### config.mk
export PLATFORM = sky130hd
export DESIGN_NAME = kmst_ctrl
export DESIGN_NICKNAME = d
export VERILOG_FILES = /design/src/rtl/core/kruskal_minimum_spanning_tree_unit_macros.svh /design/src/rtl/core/kmst_pkg.sv /design/src/rtl/core/kmst_ctrl.sv
export SDC_FILE = /design/constraint.sdc
export NUM_CORES = 1
export LEC_CHECK = 0
export ABC_CLOCK_PERIOD_IN_PS = 1500
export BUFFER_PORTS_ARGS = -buffer_cell sky130_fd_sc_hd__buf_2
export CAP_MARGIN = 25
export CORE_MARGIN = 1.5
export CORE_UTILIZATION = 45
export CTS_BUF_LIST = sky130_fd_sc_hd__clkbuf_4
export DETAILED_ROUTE_END_ITERATION = 6
export GPL_ROUTABILITY_DRIVEN = 0
export PLACE_DENSITY = 0.7
export SLEW_MARGIN = 25
export SYNTH_ARGS = -nofsm -noshare
export SYNTH_HDL_FRONTEND = slang
export SYNTH_SLANG_ARGS = --single-unit
### constraint.sdc
create_clock -name i_clk -period 1.5 [get_ports i_clk]
set_clock_uncertainty 0.1 [all_clocks]
set_input_delay 0.225 -clock i_clk [delete_from_list [all_inputs] [get_ports i_clk]]
set_output_delay 0.225 -clock i_clk [all_outputs]
set_load 0.02 [all_outputs]
### src/rtl/core/kruskal_minimum_spanning_tree_unit_macros.svh
`ifndef KRUSKAL_MINIMUM_SPANNING_TREE_UNIT_MACROS_SVH
`define KRUSKAL_MINIMUM_SPANNING_TREE_UNIT_MACROS_SVH

// same-cycle implication
`define KMST_ASSERT_NOW(lbl, ante, cons) \
    lbl: assert property (@(posedge i_clk) disable iff (!i_rst_n) (ante) |-> (cons)) \
        else $error("kmst assertion failed");

// next-cycle implication
`define KMST_ASSERT_NXT(lbl, ante, cons) \
    lbl: assert property (@(posedge i_clk) disable iff (!i_rst_n) (ante) |=> (cons)) \
        else $error("kmst assertion failed");

`endif

### src/rtl/core/kmst_pkg.sv
`timescale 1ns / 1ps
package kmst_pkg;
    localparam int NODE_W    = 6;
    localparam int W_BITS    = 16;
    localparam int MAX_NODES = 32;
    localparam int MAX_EDGES = 256;
    localparam int EIDX_W    = $clog2(MAX_EDGES);
    localparam int CNT_W     = EIDX_W + 1;
    localparam int COST_W    = 21;
    localparam int RANK_W    = 3;
    localparam int RANK_TOP  = 7;

    typedef struct packed {
        logic [NODE_W-1:0]        src;
        logic [NODE_W-1:0]        dst;
        logic signed [W_BITS-1:0] w;
    } t_edge;

    typedef enum logic [4:0] {
        OP_NONE,
        OP_STORE,
        OP_RD_T,
        OP_LATCH_T,
        OP_RD_PREV,
        OP_SHIFT,
        OP_PLACE,
        OP_I_CLR,
        OP_RD_E,
        OP_LOAD_E,
        OP_STEP,
        OP_SAVE_A,
        OP_SAVE_B,
        OP_NEXT,
        OP_UNION1,
        OP_UNION2,
        OP_EMIT_EDGE,
        OP_EMIT_TOT
    } t_dp_op;

    typedef struct packed {
        t_dp_op op;
    } t_dp_cmd;

    typedef struct packed {
        logic i_done;
        logic j_zero;
        logic prev_gt;
        logic uf_root;
        logic same_root;
        logic eq_rank;
        logic out_free;
    } t_dp_stat;
endpackage

### src/rtl/core/kmst_ctrl.sv
`timescale 1ns / 1ps
module kmst_ctrl import kmst_pkg::*; (
    input  logic     i_clk,
    input  logic     i_rst_n,
    input  logic     i_in_valid,
    input  logic     i_last_edge,
    input  t_dp_stat i_stat,
    output t_dp_cmd  o_cmd,
    output logic     o_in_stall
);
    typedef enum logic [3:0] {
        ST_LOAD, ST_SORT_I, ST_SORT_TL, ST_SORT_CHK, ST_SORT_CMP,
        ST_K_I, ST_K_EL, ST_FA_REQ, ST_FA_CHK, ST_FB_REQ, ST_FB_CHK,
        ST_K_DEC, ST_K_UN2, ST_K_OUT, ST_TOT
    } t_state;

    t_state r_state, n_state;
    t_dp_op op;

    always_comb begin
        n_state = r_state;
        op      = OP_NONE;
        case (r_state)
            ST_LOAD: begin
                if (i_in_valid) begin
                    op = OP_STORE;
                    if (i_last_edge) n_state = ST_SORT_I;
                end
            end
            ST_SORT_I: begin
                if (i_stat.i_done) begin
                    op = OP_I_CLR;
                    n_state = ST_K_I;
                end else begin
                    op = OP_RD_T;
                    n_state = ST_SORT_TL;
                end
            end
            ST_SORT_TL: begin
                op = OP_LATCH_T;
                n_state = ST_SORT_CHK;
            end
            ST_SORT_CHK: begin
                if (i_stat.j_zero) begin
                    op = OP_PLACE;
                    n_state = ST_SORT_I;
                end else begin
                    op = OP_RD_PREV;
                    n_state = ST_SORT_CMP;
                end
            end
            ST_SORT_CMP: begin
                if (i_stat.prev_gt) begin
                    op = OP_SHIFT;
                    n_state = ST_SORT_CHK;
                end else begin
                    op = OP_PLACE;
                    n_state = ST_SORT_I;
                end
            end
            ST_K_I: begin
                if (i_stat.i_done) begin
                    n_state = ST_TOT;
                end else begin
                    op = OP_RD_E;
                    n_state = ST_K_EL;
                end
            end
            ST_K_EL: begin
                op = OP_LOAD_E;
                n_state = ST_FA_REQ;
            end
            ST_FA_REQ: n_state = ST_FA_CHK;
            ST_FA_CHK: begin
                if (i_stat.uf_root) begin
                    op = OP_SAVE_A;
                    n_state = ST_FB_REQ;
                end else begin
                    op = OP_STEP;
                    n_state = ST_FA_REQ;
                end
            end
            ST_FB_REQ: n_state = ST_FB_CHK;
            ST_FB_CHK: begin
                if (i_stat.uf_root) begin
                    op = OP_SAVE_B;
                    n_state = ST_K_DEC;
                end else begin
                    op = OP_STEP;
                    n_state = ST_FB_REQ;
                end
            end
            ST_K_DEC: begin
                if (i_stat.same_root) begin
                    op = OP_NEXT;
                    n_state = ST_K_I;
                end else begin
                    op = OP_UNION1;
                    n_state = i_stat.eq_rank ? ST_K_UN2 : ST_K_OUT;
                end
            end
            ST_K_UN2: begin
                op = OP_UNION2;
                n_state = ST_K_OUT;
            end
            ST_K_OUT: begin
                if (i_stat.out_free) begin
                    op = OP_EMIT_EDGE;
                    n_state = ST_K_I;
                end
            end
            ST_TOT: begin
                if (i_stat.out_free) begin
                    op = OP_EMIT_TOT;
                    n_state = ST_LOAD;
                end
            end
            default: n_state = ST_LOAD;
        endcase
    end

    always_ff @(posedge i_clk) begin
        if (!i_rst_n) r_state <= ST_LOAD;
        else          r_state <= n_state;
    end

    assign o_cmd.op   = op;
    assign o_in_stall = (r_state != ST_LOAD);
endmodule

## Word level (Yosys, flattened, before mapping)

Index checks and enable logic that the tools add are counted.

- Bits in registers: 4
- Input bits: 11
- Output and inout port bits: 6
- Logic and storage cells: 46

- Equality and inequality tests: 18
- Mux-type cells: 24
- Reduce and logical (&&, ||, !) cells: 3

Operator list:

| operator | number |
|---|---|
| $pmux 5 s13 | 1 |
| $pmux 4 s15 | 1 |
| $mux 4 | 8 |
| $eq 4x4->1 const B | 7 |
| $eq 4x3->1 const B | 4 |
| $mux 3 | 4 |
| $mux 2 | 5 |
| $mux 5 | 2 |
| $eq 4x2->1 const B | 2 |
| $ne 2x2->1 const B | 4 |
| $eq 4x1->1 const B | 1 |
| $logic_not 4->1 | 1 |
| $reduce_and 4->1 | 1 |
| $reduce_bool 4->1 | 1 |
| $mux 1 | 3 |

## Longest topological paths before layout

Gate-level depths: netlist (run 1).

- Depth after elaboration: 3
- Gate-level depth with buffers: 6
- Gate-level depth less buffers: 4

## Worst setup path before layout (run 1)

Ideal clock, no wire load.

- Path type: reg2out
- Start: reg r_state[1]
- End: out o_cmd[1] (netlist bit)
- Arrival time: 1.288 ns
- Required time: 1.175 ns
- Path slack: -0.113 ns
- Stages on the path, launching flop included: 6
- Buffers on the path: 2
- Cells stage by stage: dfxtp_1 -> buf_6 -> buf_6 -> nor3b_1 -> a31oi_1 -> o21ai_0

RTL lines:

| what | line | source |
|---|---|---|
| from (decl) | kmst_ctrl.sv:17 | `t_state r_state, n_state;` |
| from (signal assigned) | kmst_ctrl.sv:124 | `else r_state <= n_state;` |
| to (decl) | kmst_ctrl.sv:8 | `output t_dp_cmd o_cmd,` |

==> results.json, run 1 <==
{
  "outcome": "complete, but fails checks",
  "violations": "setup timing",
  "crit_path_start_kind": "flop",
  "rsz0062_at_grt": "true",
  "placed_area_sq_um": 783,
  "area_growth_pct": 66.0,
  "core_area_sq_um": 1280,
  "drt_iter0_drc": 29,
  "whs_endpoint": "r_state[1]",
  "r2r_cells": 6,
  "relSlewSlack_pct": 83.1,
  "worstPathArrival_ns": 1.39,
  "clk_latency_ns": 0.25,
  "hold_class": "primary input to flop",
  "powerDensity_nw_per_um2": 1270,
  "initial_core_util_pct": 47.2,
  "min_from": "i_rst_n",
  "yosysWarningCount": 0,
  "cts_buffers": 3,
  "portBuffers": 16,
  "fin_area_sq_um": 1010,
  "gr-total-overflow": 0,
  "path_class": "flop to primary output",
  "finalCriticalPeriod_ns": 1.72,
  "num_vias": 838,
  "final_cell_mix": "23 x buf_4, 11 x buf_2, 7 x nand2_1, 7 x buf_6",
  "hold-path-cell-count": 2,
  "cp-end-kind": "primary output",
  "worst_pin_slew_ns": 0.251,
  "dpl.cell_count": 128,
  "final_nets": 136,
  "finalSetupViolations": 6,
  "std_cell_rows": 13,
  "largest_reg_flops": 4,
  "synth_ff_type": "dfxtp_1",
  "ir_worst_vdd_uv": 883,
  "reg2reg_slack_ns": 0.04,
  "pin_count": 17,
  "regMostFlops": "r_state",
  "drt-total-wl_um": 2300,
  "ant_nets": 0,
  "final.setup.tns_ns": -0.741,
  "design.die.area_sq_um": 1580,
  "die_y_um": 39.7,
  "htree_levels": 1,
  "ys_seq_area_share_pct": 13.2,
  "finalPower_mw": 1.28,
  "grt_antenna_before_repair": 0,
  "clockBufferDepth": 2,
  "hold_viol_final": 0,
  "synthArstFlopShare_pct": 0,
  "syn_nets": 98,
  "die_width_um": 39.7,
  "reg2reg_from": "r_state[3]",
  "fmax_mhz": 583,
  "layout_commonest_cell": "buf_4",
  "fin_cells": 138,
  "grt_pass1_vias": 692,
  "setup_slack_ns": -0.216,
  "ys_ff_latch": 4,
  "synth_edf_count": 0,
  "crit_fanout": 7,
  "track_usage_pct": 29.2,
  "clockRootBuffer": "clkbuf_4",
  "drt_pass1_iterations": 5,
  "final_util_pct": 78.4,
  "fin_crit_sh_pct": 114,
  "via_per_inst": 6.07,
  "antenna_cells": 0,
  "syn_area_per_cell_sq_um": 6.98,
  "grt_first_pass_wirelength_um": 3010,
  "largestRegisters": "r_state: 4 flops",
  "layout-drive-gt1-share_pct": 52.0,
  "syn_area_sq_um": 607,
  "crit_required_ns": 1.17,
  "slew_viol_final": 0,
  "dp_hpwl_um": 1300,
  "cts_tree": "yes",
  "p_leak_nw": 0.429,
  "r2r_end": "r_state[2]",
  "max_cap_viol_count": 0,
  "grt_max_degree": 14,
  "clk_pin_slew_ns": 0.04,
  "wl_per_cell_um": 16.7,
  "cts_sinks": 4,
  "synthesis.instances": 87,
  "drc_errors": 0,
  "synth_cell_types": 35
}
-- layout make-up --
type / instances / area (sq um)
Multi-Input combinational cell: 72 / 537
Timing Repair Buffer: 42 / 327
Fill cell: 102 / 278
Sequential cell: 4 / 95.1
Clock buffer: 3 / 22.5
Tap cell: 15 / 18.8
Inverter: 2 / 7.51
-- power by group --
group          internal [mW]  leakage [nW]  switching [mW]
combinational          0.494         0.379           0.447
sequential             0.137        0.0356          0.0562
clock                 0.0902        0.0138          0.0552
total                  0.721         0.429           0.558
-- cell usage after synthesis, drive strengths merged, types with 2 or more instances --
cell type | number | area (sq um)
o21a | 3 | 22.5
o31ai | 2 | 15.0
nand2b | 5 | 31.3
nor2 | 8 | 30.0
mux2i | 2 | 20.0
buf | 9 | 70.1
nor3b | 2 | 15.0
nand2 | 7 | 26.3
o32a | 2 | 20.0
a31oi | 3 | 18.8
a21oi | 6 | 30.0
dfxtp | 4 | 80.1
nor2b | 5 | 31.3
a21o | 2 | 15.0
nor3 | 3 | 15.0
inv | 2 | 7.51
o21ai | 7 | 35.0
-- how the worst max path moves through the flow --
stage | start | slack, ns | depth (start not counted) | endpoint
after detailed placement | r_state[0] | -0.08 | 5 | o_cmd[2]
final | r_state[0] | -0.22 | 6 | o_cmd[1]
after global routing | r_state[0] | -0.28 | 6 | o_cmd[1]
after CTS | r_state[2] | -0.17 | 5 | o_cmd[0]
after global placement | r_state[0] | -0.04 | 5 | o_cmd[2]
after floorplan | r_state[1] | 0.04 | 5 | o_cmd[1]
-- worst max-delay path: stages, from the launching register on --
cell     delay [ns]
dfxtp_4        0.37
buf_6          0.12
inv_1          0.09
buf_4          0.15
a31oi_1        0.07
o21ai_1        0.16
buf_4          0.17
-- metal layers --
layer	up-vias	share of wire (%)	GRT usage, %
li1	401	-	-
met1	393	38	31.6
met2	39	54	52.0
met3	5	6.1	7.95
met4	0	1.3	12.1
met5	-	0	0
-- cells by family (layout without fill, tap and decap cells) --
kind of cell | count (synthesis) | after routing | share of synthesized area, %
and+or+nand+nor | 35 | 35 | 30.7
AOI/OAI and AO/OA | 33 | 33 | 36.7
buffers and inverters | 11 | 47 | 12.8
DFF | 4 | 4 | 13.2
muxes | 2 | 2 | 3.30
adders and majority gates | 1 | 1 | 1.86
xor gates and xnor gates | 1 | 1 | 1.44
-- repair_timing --
action                     CTS  global route
cloned                       0             0
buffers inserted             4             3
hold buffers                 0             0
hold endpoints to repair     0             0
resized for setup           23            19
setup endpoints to repair    8             6
pin swaps                    3             6
-- through the flow --
step,hold WS (ns),setup slack [ns]
3_3_place_gp,0.380,-0.0380
4_1_cts,0.121,-0.173
6_report,0.130,-0.216
5_1_grt,0.124,-0.285
2_1_floorplan,0.242,0.0364
3_5_place_dp,0.383,-0.0787
Note: power is estimated with default switching activity, not from simulation.
==> run 2, diff against run 1 <==
Settings changed: BUFFER_PORTS_ARGS -buffer_cell sky130_fd_sc_hd__buf_2 to -buffer_cell sky130_fd_sc_hd__buf_4, HOLD_SLACK_MARGIN from default to 0.08, PLACE_DENSITY 0.7 to 0.69.
==> run 2 against run 1 <==
  * The flow still finishes with violations (setup timing)
  * Largest cell class unchanged
  * Clock-buffer cell count unchanged
  * Combinational power decreased by 2%
  * Final area increased by 0.12%
  * Global-route usage increased by 0.38 points
  * Critical path type unchanged
  * Die area unchanged
  * Sequential power about the same
  * Clock power decreased by 8%
  * Maximum frequency increased by 2.2%
  * Core utilization increased by 0.097 points
  * Worst setup slack improved by 0.037 ns
  * Register-to-register slack about the same
==> results.json, run 2 (synthesis gave the netlist of run 1 again) <==
{
  "layout_commonest_cell": "buf_4",
  "power.switching_mw": 0.528,
  "intPower_mw": 0.718,
  "fin_crit_sh_pct": 112,
  "ant_nets": 0,
  "cts_tree": "yes",
  "area_growth_pct": 66.2,
  "cts_sinks": 4,
  "grt_antenna_before_repair": 0,
  "clockRootBuffer": "clkbuf_4",
  "portBuffers": 16,
  "largestRegisters": "r_state: 4 flops",
  "rsz0062_at_grt": "true",
  "r2r_end": "r_state[1]",
  "outcome": "complete, but fails checks",
  "regMostFlops": "r_state",
  "gr-total-overflow": 0,
  "crit_fanout": 8,
  "p_comb_share_pct": 74.1,
  "core_area_sq_um": 1280,
  "cts_buffers": 3,
  "p_leak_nw": 0.429,
  "initial_core_util_pct": 47.2,
  "cp-end-kind": "primary output",
  "std_cell_rows": 13,
  "final.setup.tns_ns": -0.672,
  "crit_path_start_kind": "flop",
  "final_cell_mix": "33 x buf_4, 8 x buf_6, 6 x nand2_1, 6 x a21oi_1",
  "grt_first_pass_wirelength_um": 3060,
  "die_width_um": 39.7,
  "reg2reg_from": "r_state[1]",
  "ir_worst_vdd_uv": 947,
  "drc_errors": 0,
  "slew_viol_final": 0,
  "hold_class": "primary input to flop",
  "finalPower_mw": 1.25,
  "antenna_cells": 0,
  "drt_pass1_iterations": 4,
  "startpoint": "r_state[0]",
  "design.die.area_sq_um": 1580,
  "max_cap_viol_count": 0,
  "drt_iter0_drc": 20,
  "wl_per_cell_um": 14.7,
  "relSlewSlack_pct": 80.0,
  "largest_reg_flops": 4,
  "switching_share_pct": 42.4,
  "whs_endpoint": "r_state[3]",
  "crit_required_ns": 1.17,
  "finalCriticalPeriod_ns": 1.68,
  "min_from": "i_rst_n",
  "violations": "setup timing",
  "layout-drive-gt1-share_pct": 49.6,
  "drt-total-wl_um": 2030,
  "fillers": 103,
  "grt_max_degree": 14,
  "htree_levels": 1,
  "hold-path-cell-count": 2,
  "num_vias": 820,
  "hold_viol_final": 0,
  "worst_pin_slew_ns": 0.295,
  "grt_pass1_vias": 742,
  "r2r_cells": 6,
  "dp_hpwl_um": 1340,
  "worstPathArrival_ns": 1.35,
  "cts_hold_repair.buffers": 0,
  "setup_slack_ns": -0.178,
  "clk_pin_slew_ns": 0.04,
  "die_y_um": 39.7,
  "final_nets": 136,
  "track_usage_pct": 29.6,
  "path_class": "flop to primary output",
  "fmax_mhz": 596,
  "seqPwrFrac_pct": 15.3,
  "powerDensity_nw_per_um2": 1240,
  "clk_latency_ns": 0.24,
  "finalSetupViolations": 5,
  "reg2reg_slack_ns": 0.03,
  "via_per_inst": 5.94,
  "pwr-share-clk_pct": 10.6,
  "clockBufferDepth": 2,
  "pin_count": 17
}
run 2: cell counts in the layout (fill, tap and decap cells not counted):
No cell type changed its count.
run 2: layer usage:
metal  part of all wire (%)  global-route usage (%)
met5                      0                       0
met3                    4.0                    5.68
met1                     42                    34.3
met2                     53                    50.8
met4                   0.40                    13.8
run 2: worst max path at each step:
stage	to	slack, ns	depth (start not counted)
final	o_cmd[0]	-0.18	4
after global routing	o_cmd[0]	-0.21	4
after CTS	o_cmd[0]	-0.16	5
after detailed placement	o_cmd[0]	-0.06	4
after global placement	o_cmd[1]	-0.02	5
after floorplan	o_cmd[1]	0.04	5
run 2: power by group through the flow:
stage	sequential [mW]	combinational [mW]	clock (mW)
detailed placement	0.169	0.729	0
global route	0.192	0.994	0.140
finish	0.190	0.923	0.133
floorplan	0.138	0.498	0
global placement	0.164	0.719	0
CTS	0.186	0.866	0.137
run 2: repair_timing:
item,CTS,global route
setup endpoints to repair,7,7
buffers inserted,6,1
pin swaps,8,1
resized for setup,24,10
run 2: per-stage QoR:
| stage | area (sq um) | instances | hold slack (ns) | worst slack (ns) | util (%) |
|---|---|---|---|---|---|
| after floorplan | 612 | 87 | 0.242 | 0.0364 | - |
| after global placement | 823 | 128 | 0.372 | -0.0216 | 64.1 |
| after detailed placement | 823 | 128 | 0.367 | -0.0628 | 64.1 |
| after CTS | 963 | 137 | 0.135 | -0.163 | 75.0 |
| after global routing | 1010 | 138 | 0.147 | -0.211 | 78.5 |
| final | 1010 | 138 | 0.141 | -0.178 | 78.5 |
run 2: cell type report:
type	instances	area [sq um]	share of cell area, %
Tap cell	15	18.8	1.86
Inverter	2	7.51	0.744
Clock buffer	3	22.5	2.23
Sequential cell	4	95.1	9.43
Timing Repair Buffer	42	353	35.0
Multi-Input combinational cell	72	512	50.7
run 2: worst max-delay path, stage by stage, from the launching register on:
cell     delay [ns]
dfxtp_4        0.40
buf_4          0.17
a21oi_1        0.05
o32a_1         0.35
buf_6          0.14
==> run 3, diff against run 2 <==
Settings changed: SETUP_SLACK_MARGIN from default to 0.2, TNS_END_PERCENT from default to 50.
==> run 3 against run 2 <==
  * Combinational power grew 21%
  * Sequential power fell by 2%
  * Largest cell class unchanged
  * Sequential share of layout area down 1.1 points
  * Non-clock buffer count grew 1
  * Via count up 12%
  * Final area is 13% higher
  * Cell count rose by 0.72%
  * Register-to-register slack worse by 0.04 ns
  * Critical path depth grew 2
  * The run still ends with setup timing left
  * Sequential cell count did not move
  * Global-route usage shrank 0.50 points
==> results.json, run 3 (synthesis gave the netlist of run 1 again) <==
{
  "cts_tree": "yes",
  "rsz0062_at_grt": "true",
  "highest_layer": "met4",
  "path_buf_inv": 3,
  "regMostFlops": "r_state",
  "core_area_sq_um": 1280,
  "die_y_um": 39.7,
  "crit_chain": "buf_6 -> buf_6 -> a32oi_1 -> a21o_1 -> o21ai_2 -> buf_6",
  "crit_required_ns": 1.17,
  "max_cap_viol_count": 0,
  "initial_core_util_pct": 47.2,
  "finalSetupViolations": 7,
  "cts_hold_repair.buffers": 0,
  "violations": "setup timing",
  "ir_worst_vdd_uv": 1110,
  "fin_area_sq_um": 1140,
  "cts_buffers": 3,
  "crit_fanout": 6,
  "grt_first_pass_wirelength_um": 3030,
  "design.die.area_sq_um": 1580,
  "area_growth_pct": 88.0,
  "setup_slack_ns": -0.225,
  "crit_path_start_kind": "flop",
  "worstPathArrival_ns": 1.40,
  "final_nets": 137,
  "wl_met3_um": 168,
  "layout-drive-gt1-share_pct": 55.6,
  "gr-total-overflow": 0,
  "htree_levels": 1,
  "slowest_delay_ns": 0.36,
  "path_class": "flop to primary output",
  "outcome": "complete, but fails checks",
  "antenna_cells": 0,
  "drt-total-wl_um": 2690,
  "critPathSlowestCell": "dfxtp_4",
  "die_width_um": 39.7,
  "num_vias": 921,
  "std_cell_rows": 13,
  "dp_hpwl_um": 1370,
  "place_ws_ns": -0.111,
  "drt_pass1_iterations": 4,
  "p_leak_nw": 0.475,
  "clk_pin_slew_ns": 0.04,
  "clockBufferDepth": 2,
  "crit_top_cell": "buf_6",
  "fillers": 62,
  "placed_area_sq_um": 850,
  "largest_reg_flops": 4,
  "grt_max_degree": 12,
  "fmax_mhz": 580,
  "clk_latency_ns": 0.23,
  "hold_class": "primary input to flop",
  "fin_crit_sh_pct": 115,
  "drt_iter0_drc": 33,
  "worst_pin_slew_ns": 0.326,
  "holdWs_ns": 0.127,
  "wl_met2_um": 1400,
  "layout_commonest_cell": "buf_4",
  "grt_pass1_vias": 691,
  "portBuffers": 16,
  "relSlewSlack_pct": 78.1,
  "cp-end-kind": "primary output",
  "drc_errors": 0,
  "grt_antenna_before_repair": 0,
  "track_usage_pct": 29.1,
  "final.setup.tns_ns": -1.01,
  "critPathTopFamily": "compound AO/OA/AOI/OAI gates",
  "hold_viol_final": 0,
  "slew_viol_final": 0,
  "pin_count": 17,
  "largestRegisters": "r_state: 4 flops",
  "finalCriticalPeriod_ns": 1.73,
  "final_cell_mix": "26 x buf_4, 14 x buf_6, 6 x nor2_1, 6 x a21oi_1",
  "clockRootBuffer": "clkbuf_4",
  "wl_met1_um": 1060,
  "powerDensity_nw_per_um2": 1270,
  "final_util_pct": 88.8,
  "via_per_inst": 6.63,
  "wl_per_cell_um": 19.4,
  "cts_sinks": 4,
  "ant_nets": 0
}
-- run 3: area by class of cell --
cell class | instances | area (sq um) | area share [%]
sequential | 4 | 95.1 | 8.33
inverter | 2 | 7.51 | 0.658
clock buffer | 3 | 22.5 | 1.97
multi-input combinational | 72 | 584 | 51.2
tap | 15 | 18.8 | 1.64
timing repair buffer | 43 | 413 | 36.2
-- run 3: power breakdown --
group | internal [mW] | leakage (nW) | switching (mW)
Sequential | 0.137 | 0.0356 | 0.0494
Combinational | 0.582 | 0.425 | 0.541
Clock | 0.0896 | 0.0138 | 0.0455
Total | 0.808 | 0.475 | 0.636
-- run 3: metrics by stage --
step | total power [mW] | std cells
global route | 1.50 | 139
CTS | 1.27 | 136
finish | 1.44 | 139
global placement | 0.912 | 128
floorplan | 0.675 | 87
detailed placement | 0.923 | 128
-- run 3: worst paths after layout --
check	end	slack, ns	start	cells past startpoint
setup / recovery	o_cmd[1]	-0.23	r_state[0]	6
hold / removal	r_state[3]	0.13	i_rst_n	2
setup reg to reg	r_state[1]	-0.01	r_state[0]	7
hold reg to reg	r_state[0]	0.71	r_state[3]	4
-- run 3: per-layer routing --
metal / vias to the layer above / track usage (%)
met5: - / 0
met4: 0 / 15.5
met3: 10 / 5.68
met2: 66 / 44.7
met1: 442 / 37.2
li1: 403 / -
-- run 3: what timing repair did --
| action | CTS | global route |
|---|---|---|
| pin swaps | 10 | 7 |
| setup endpoints to repair | 10 | 10 |
| buffers inserted | 5 | 2 |
| gates cloned | 0 | 1 |
| resized for setup | 32 | 17 |
| hold endpoints to repair | 0 | 0 |
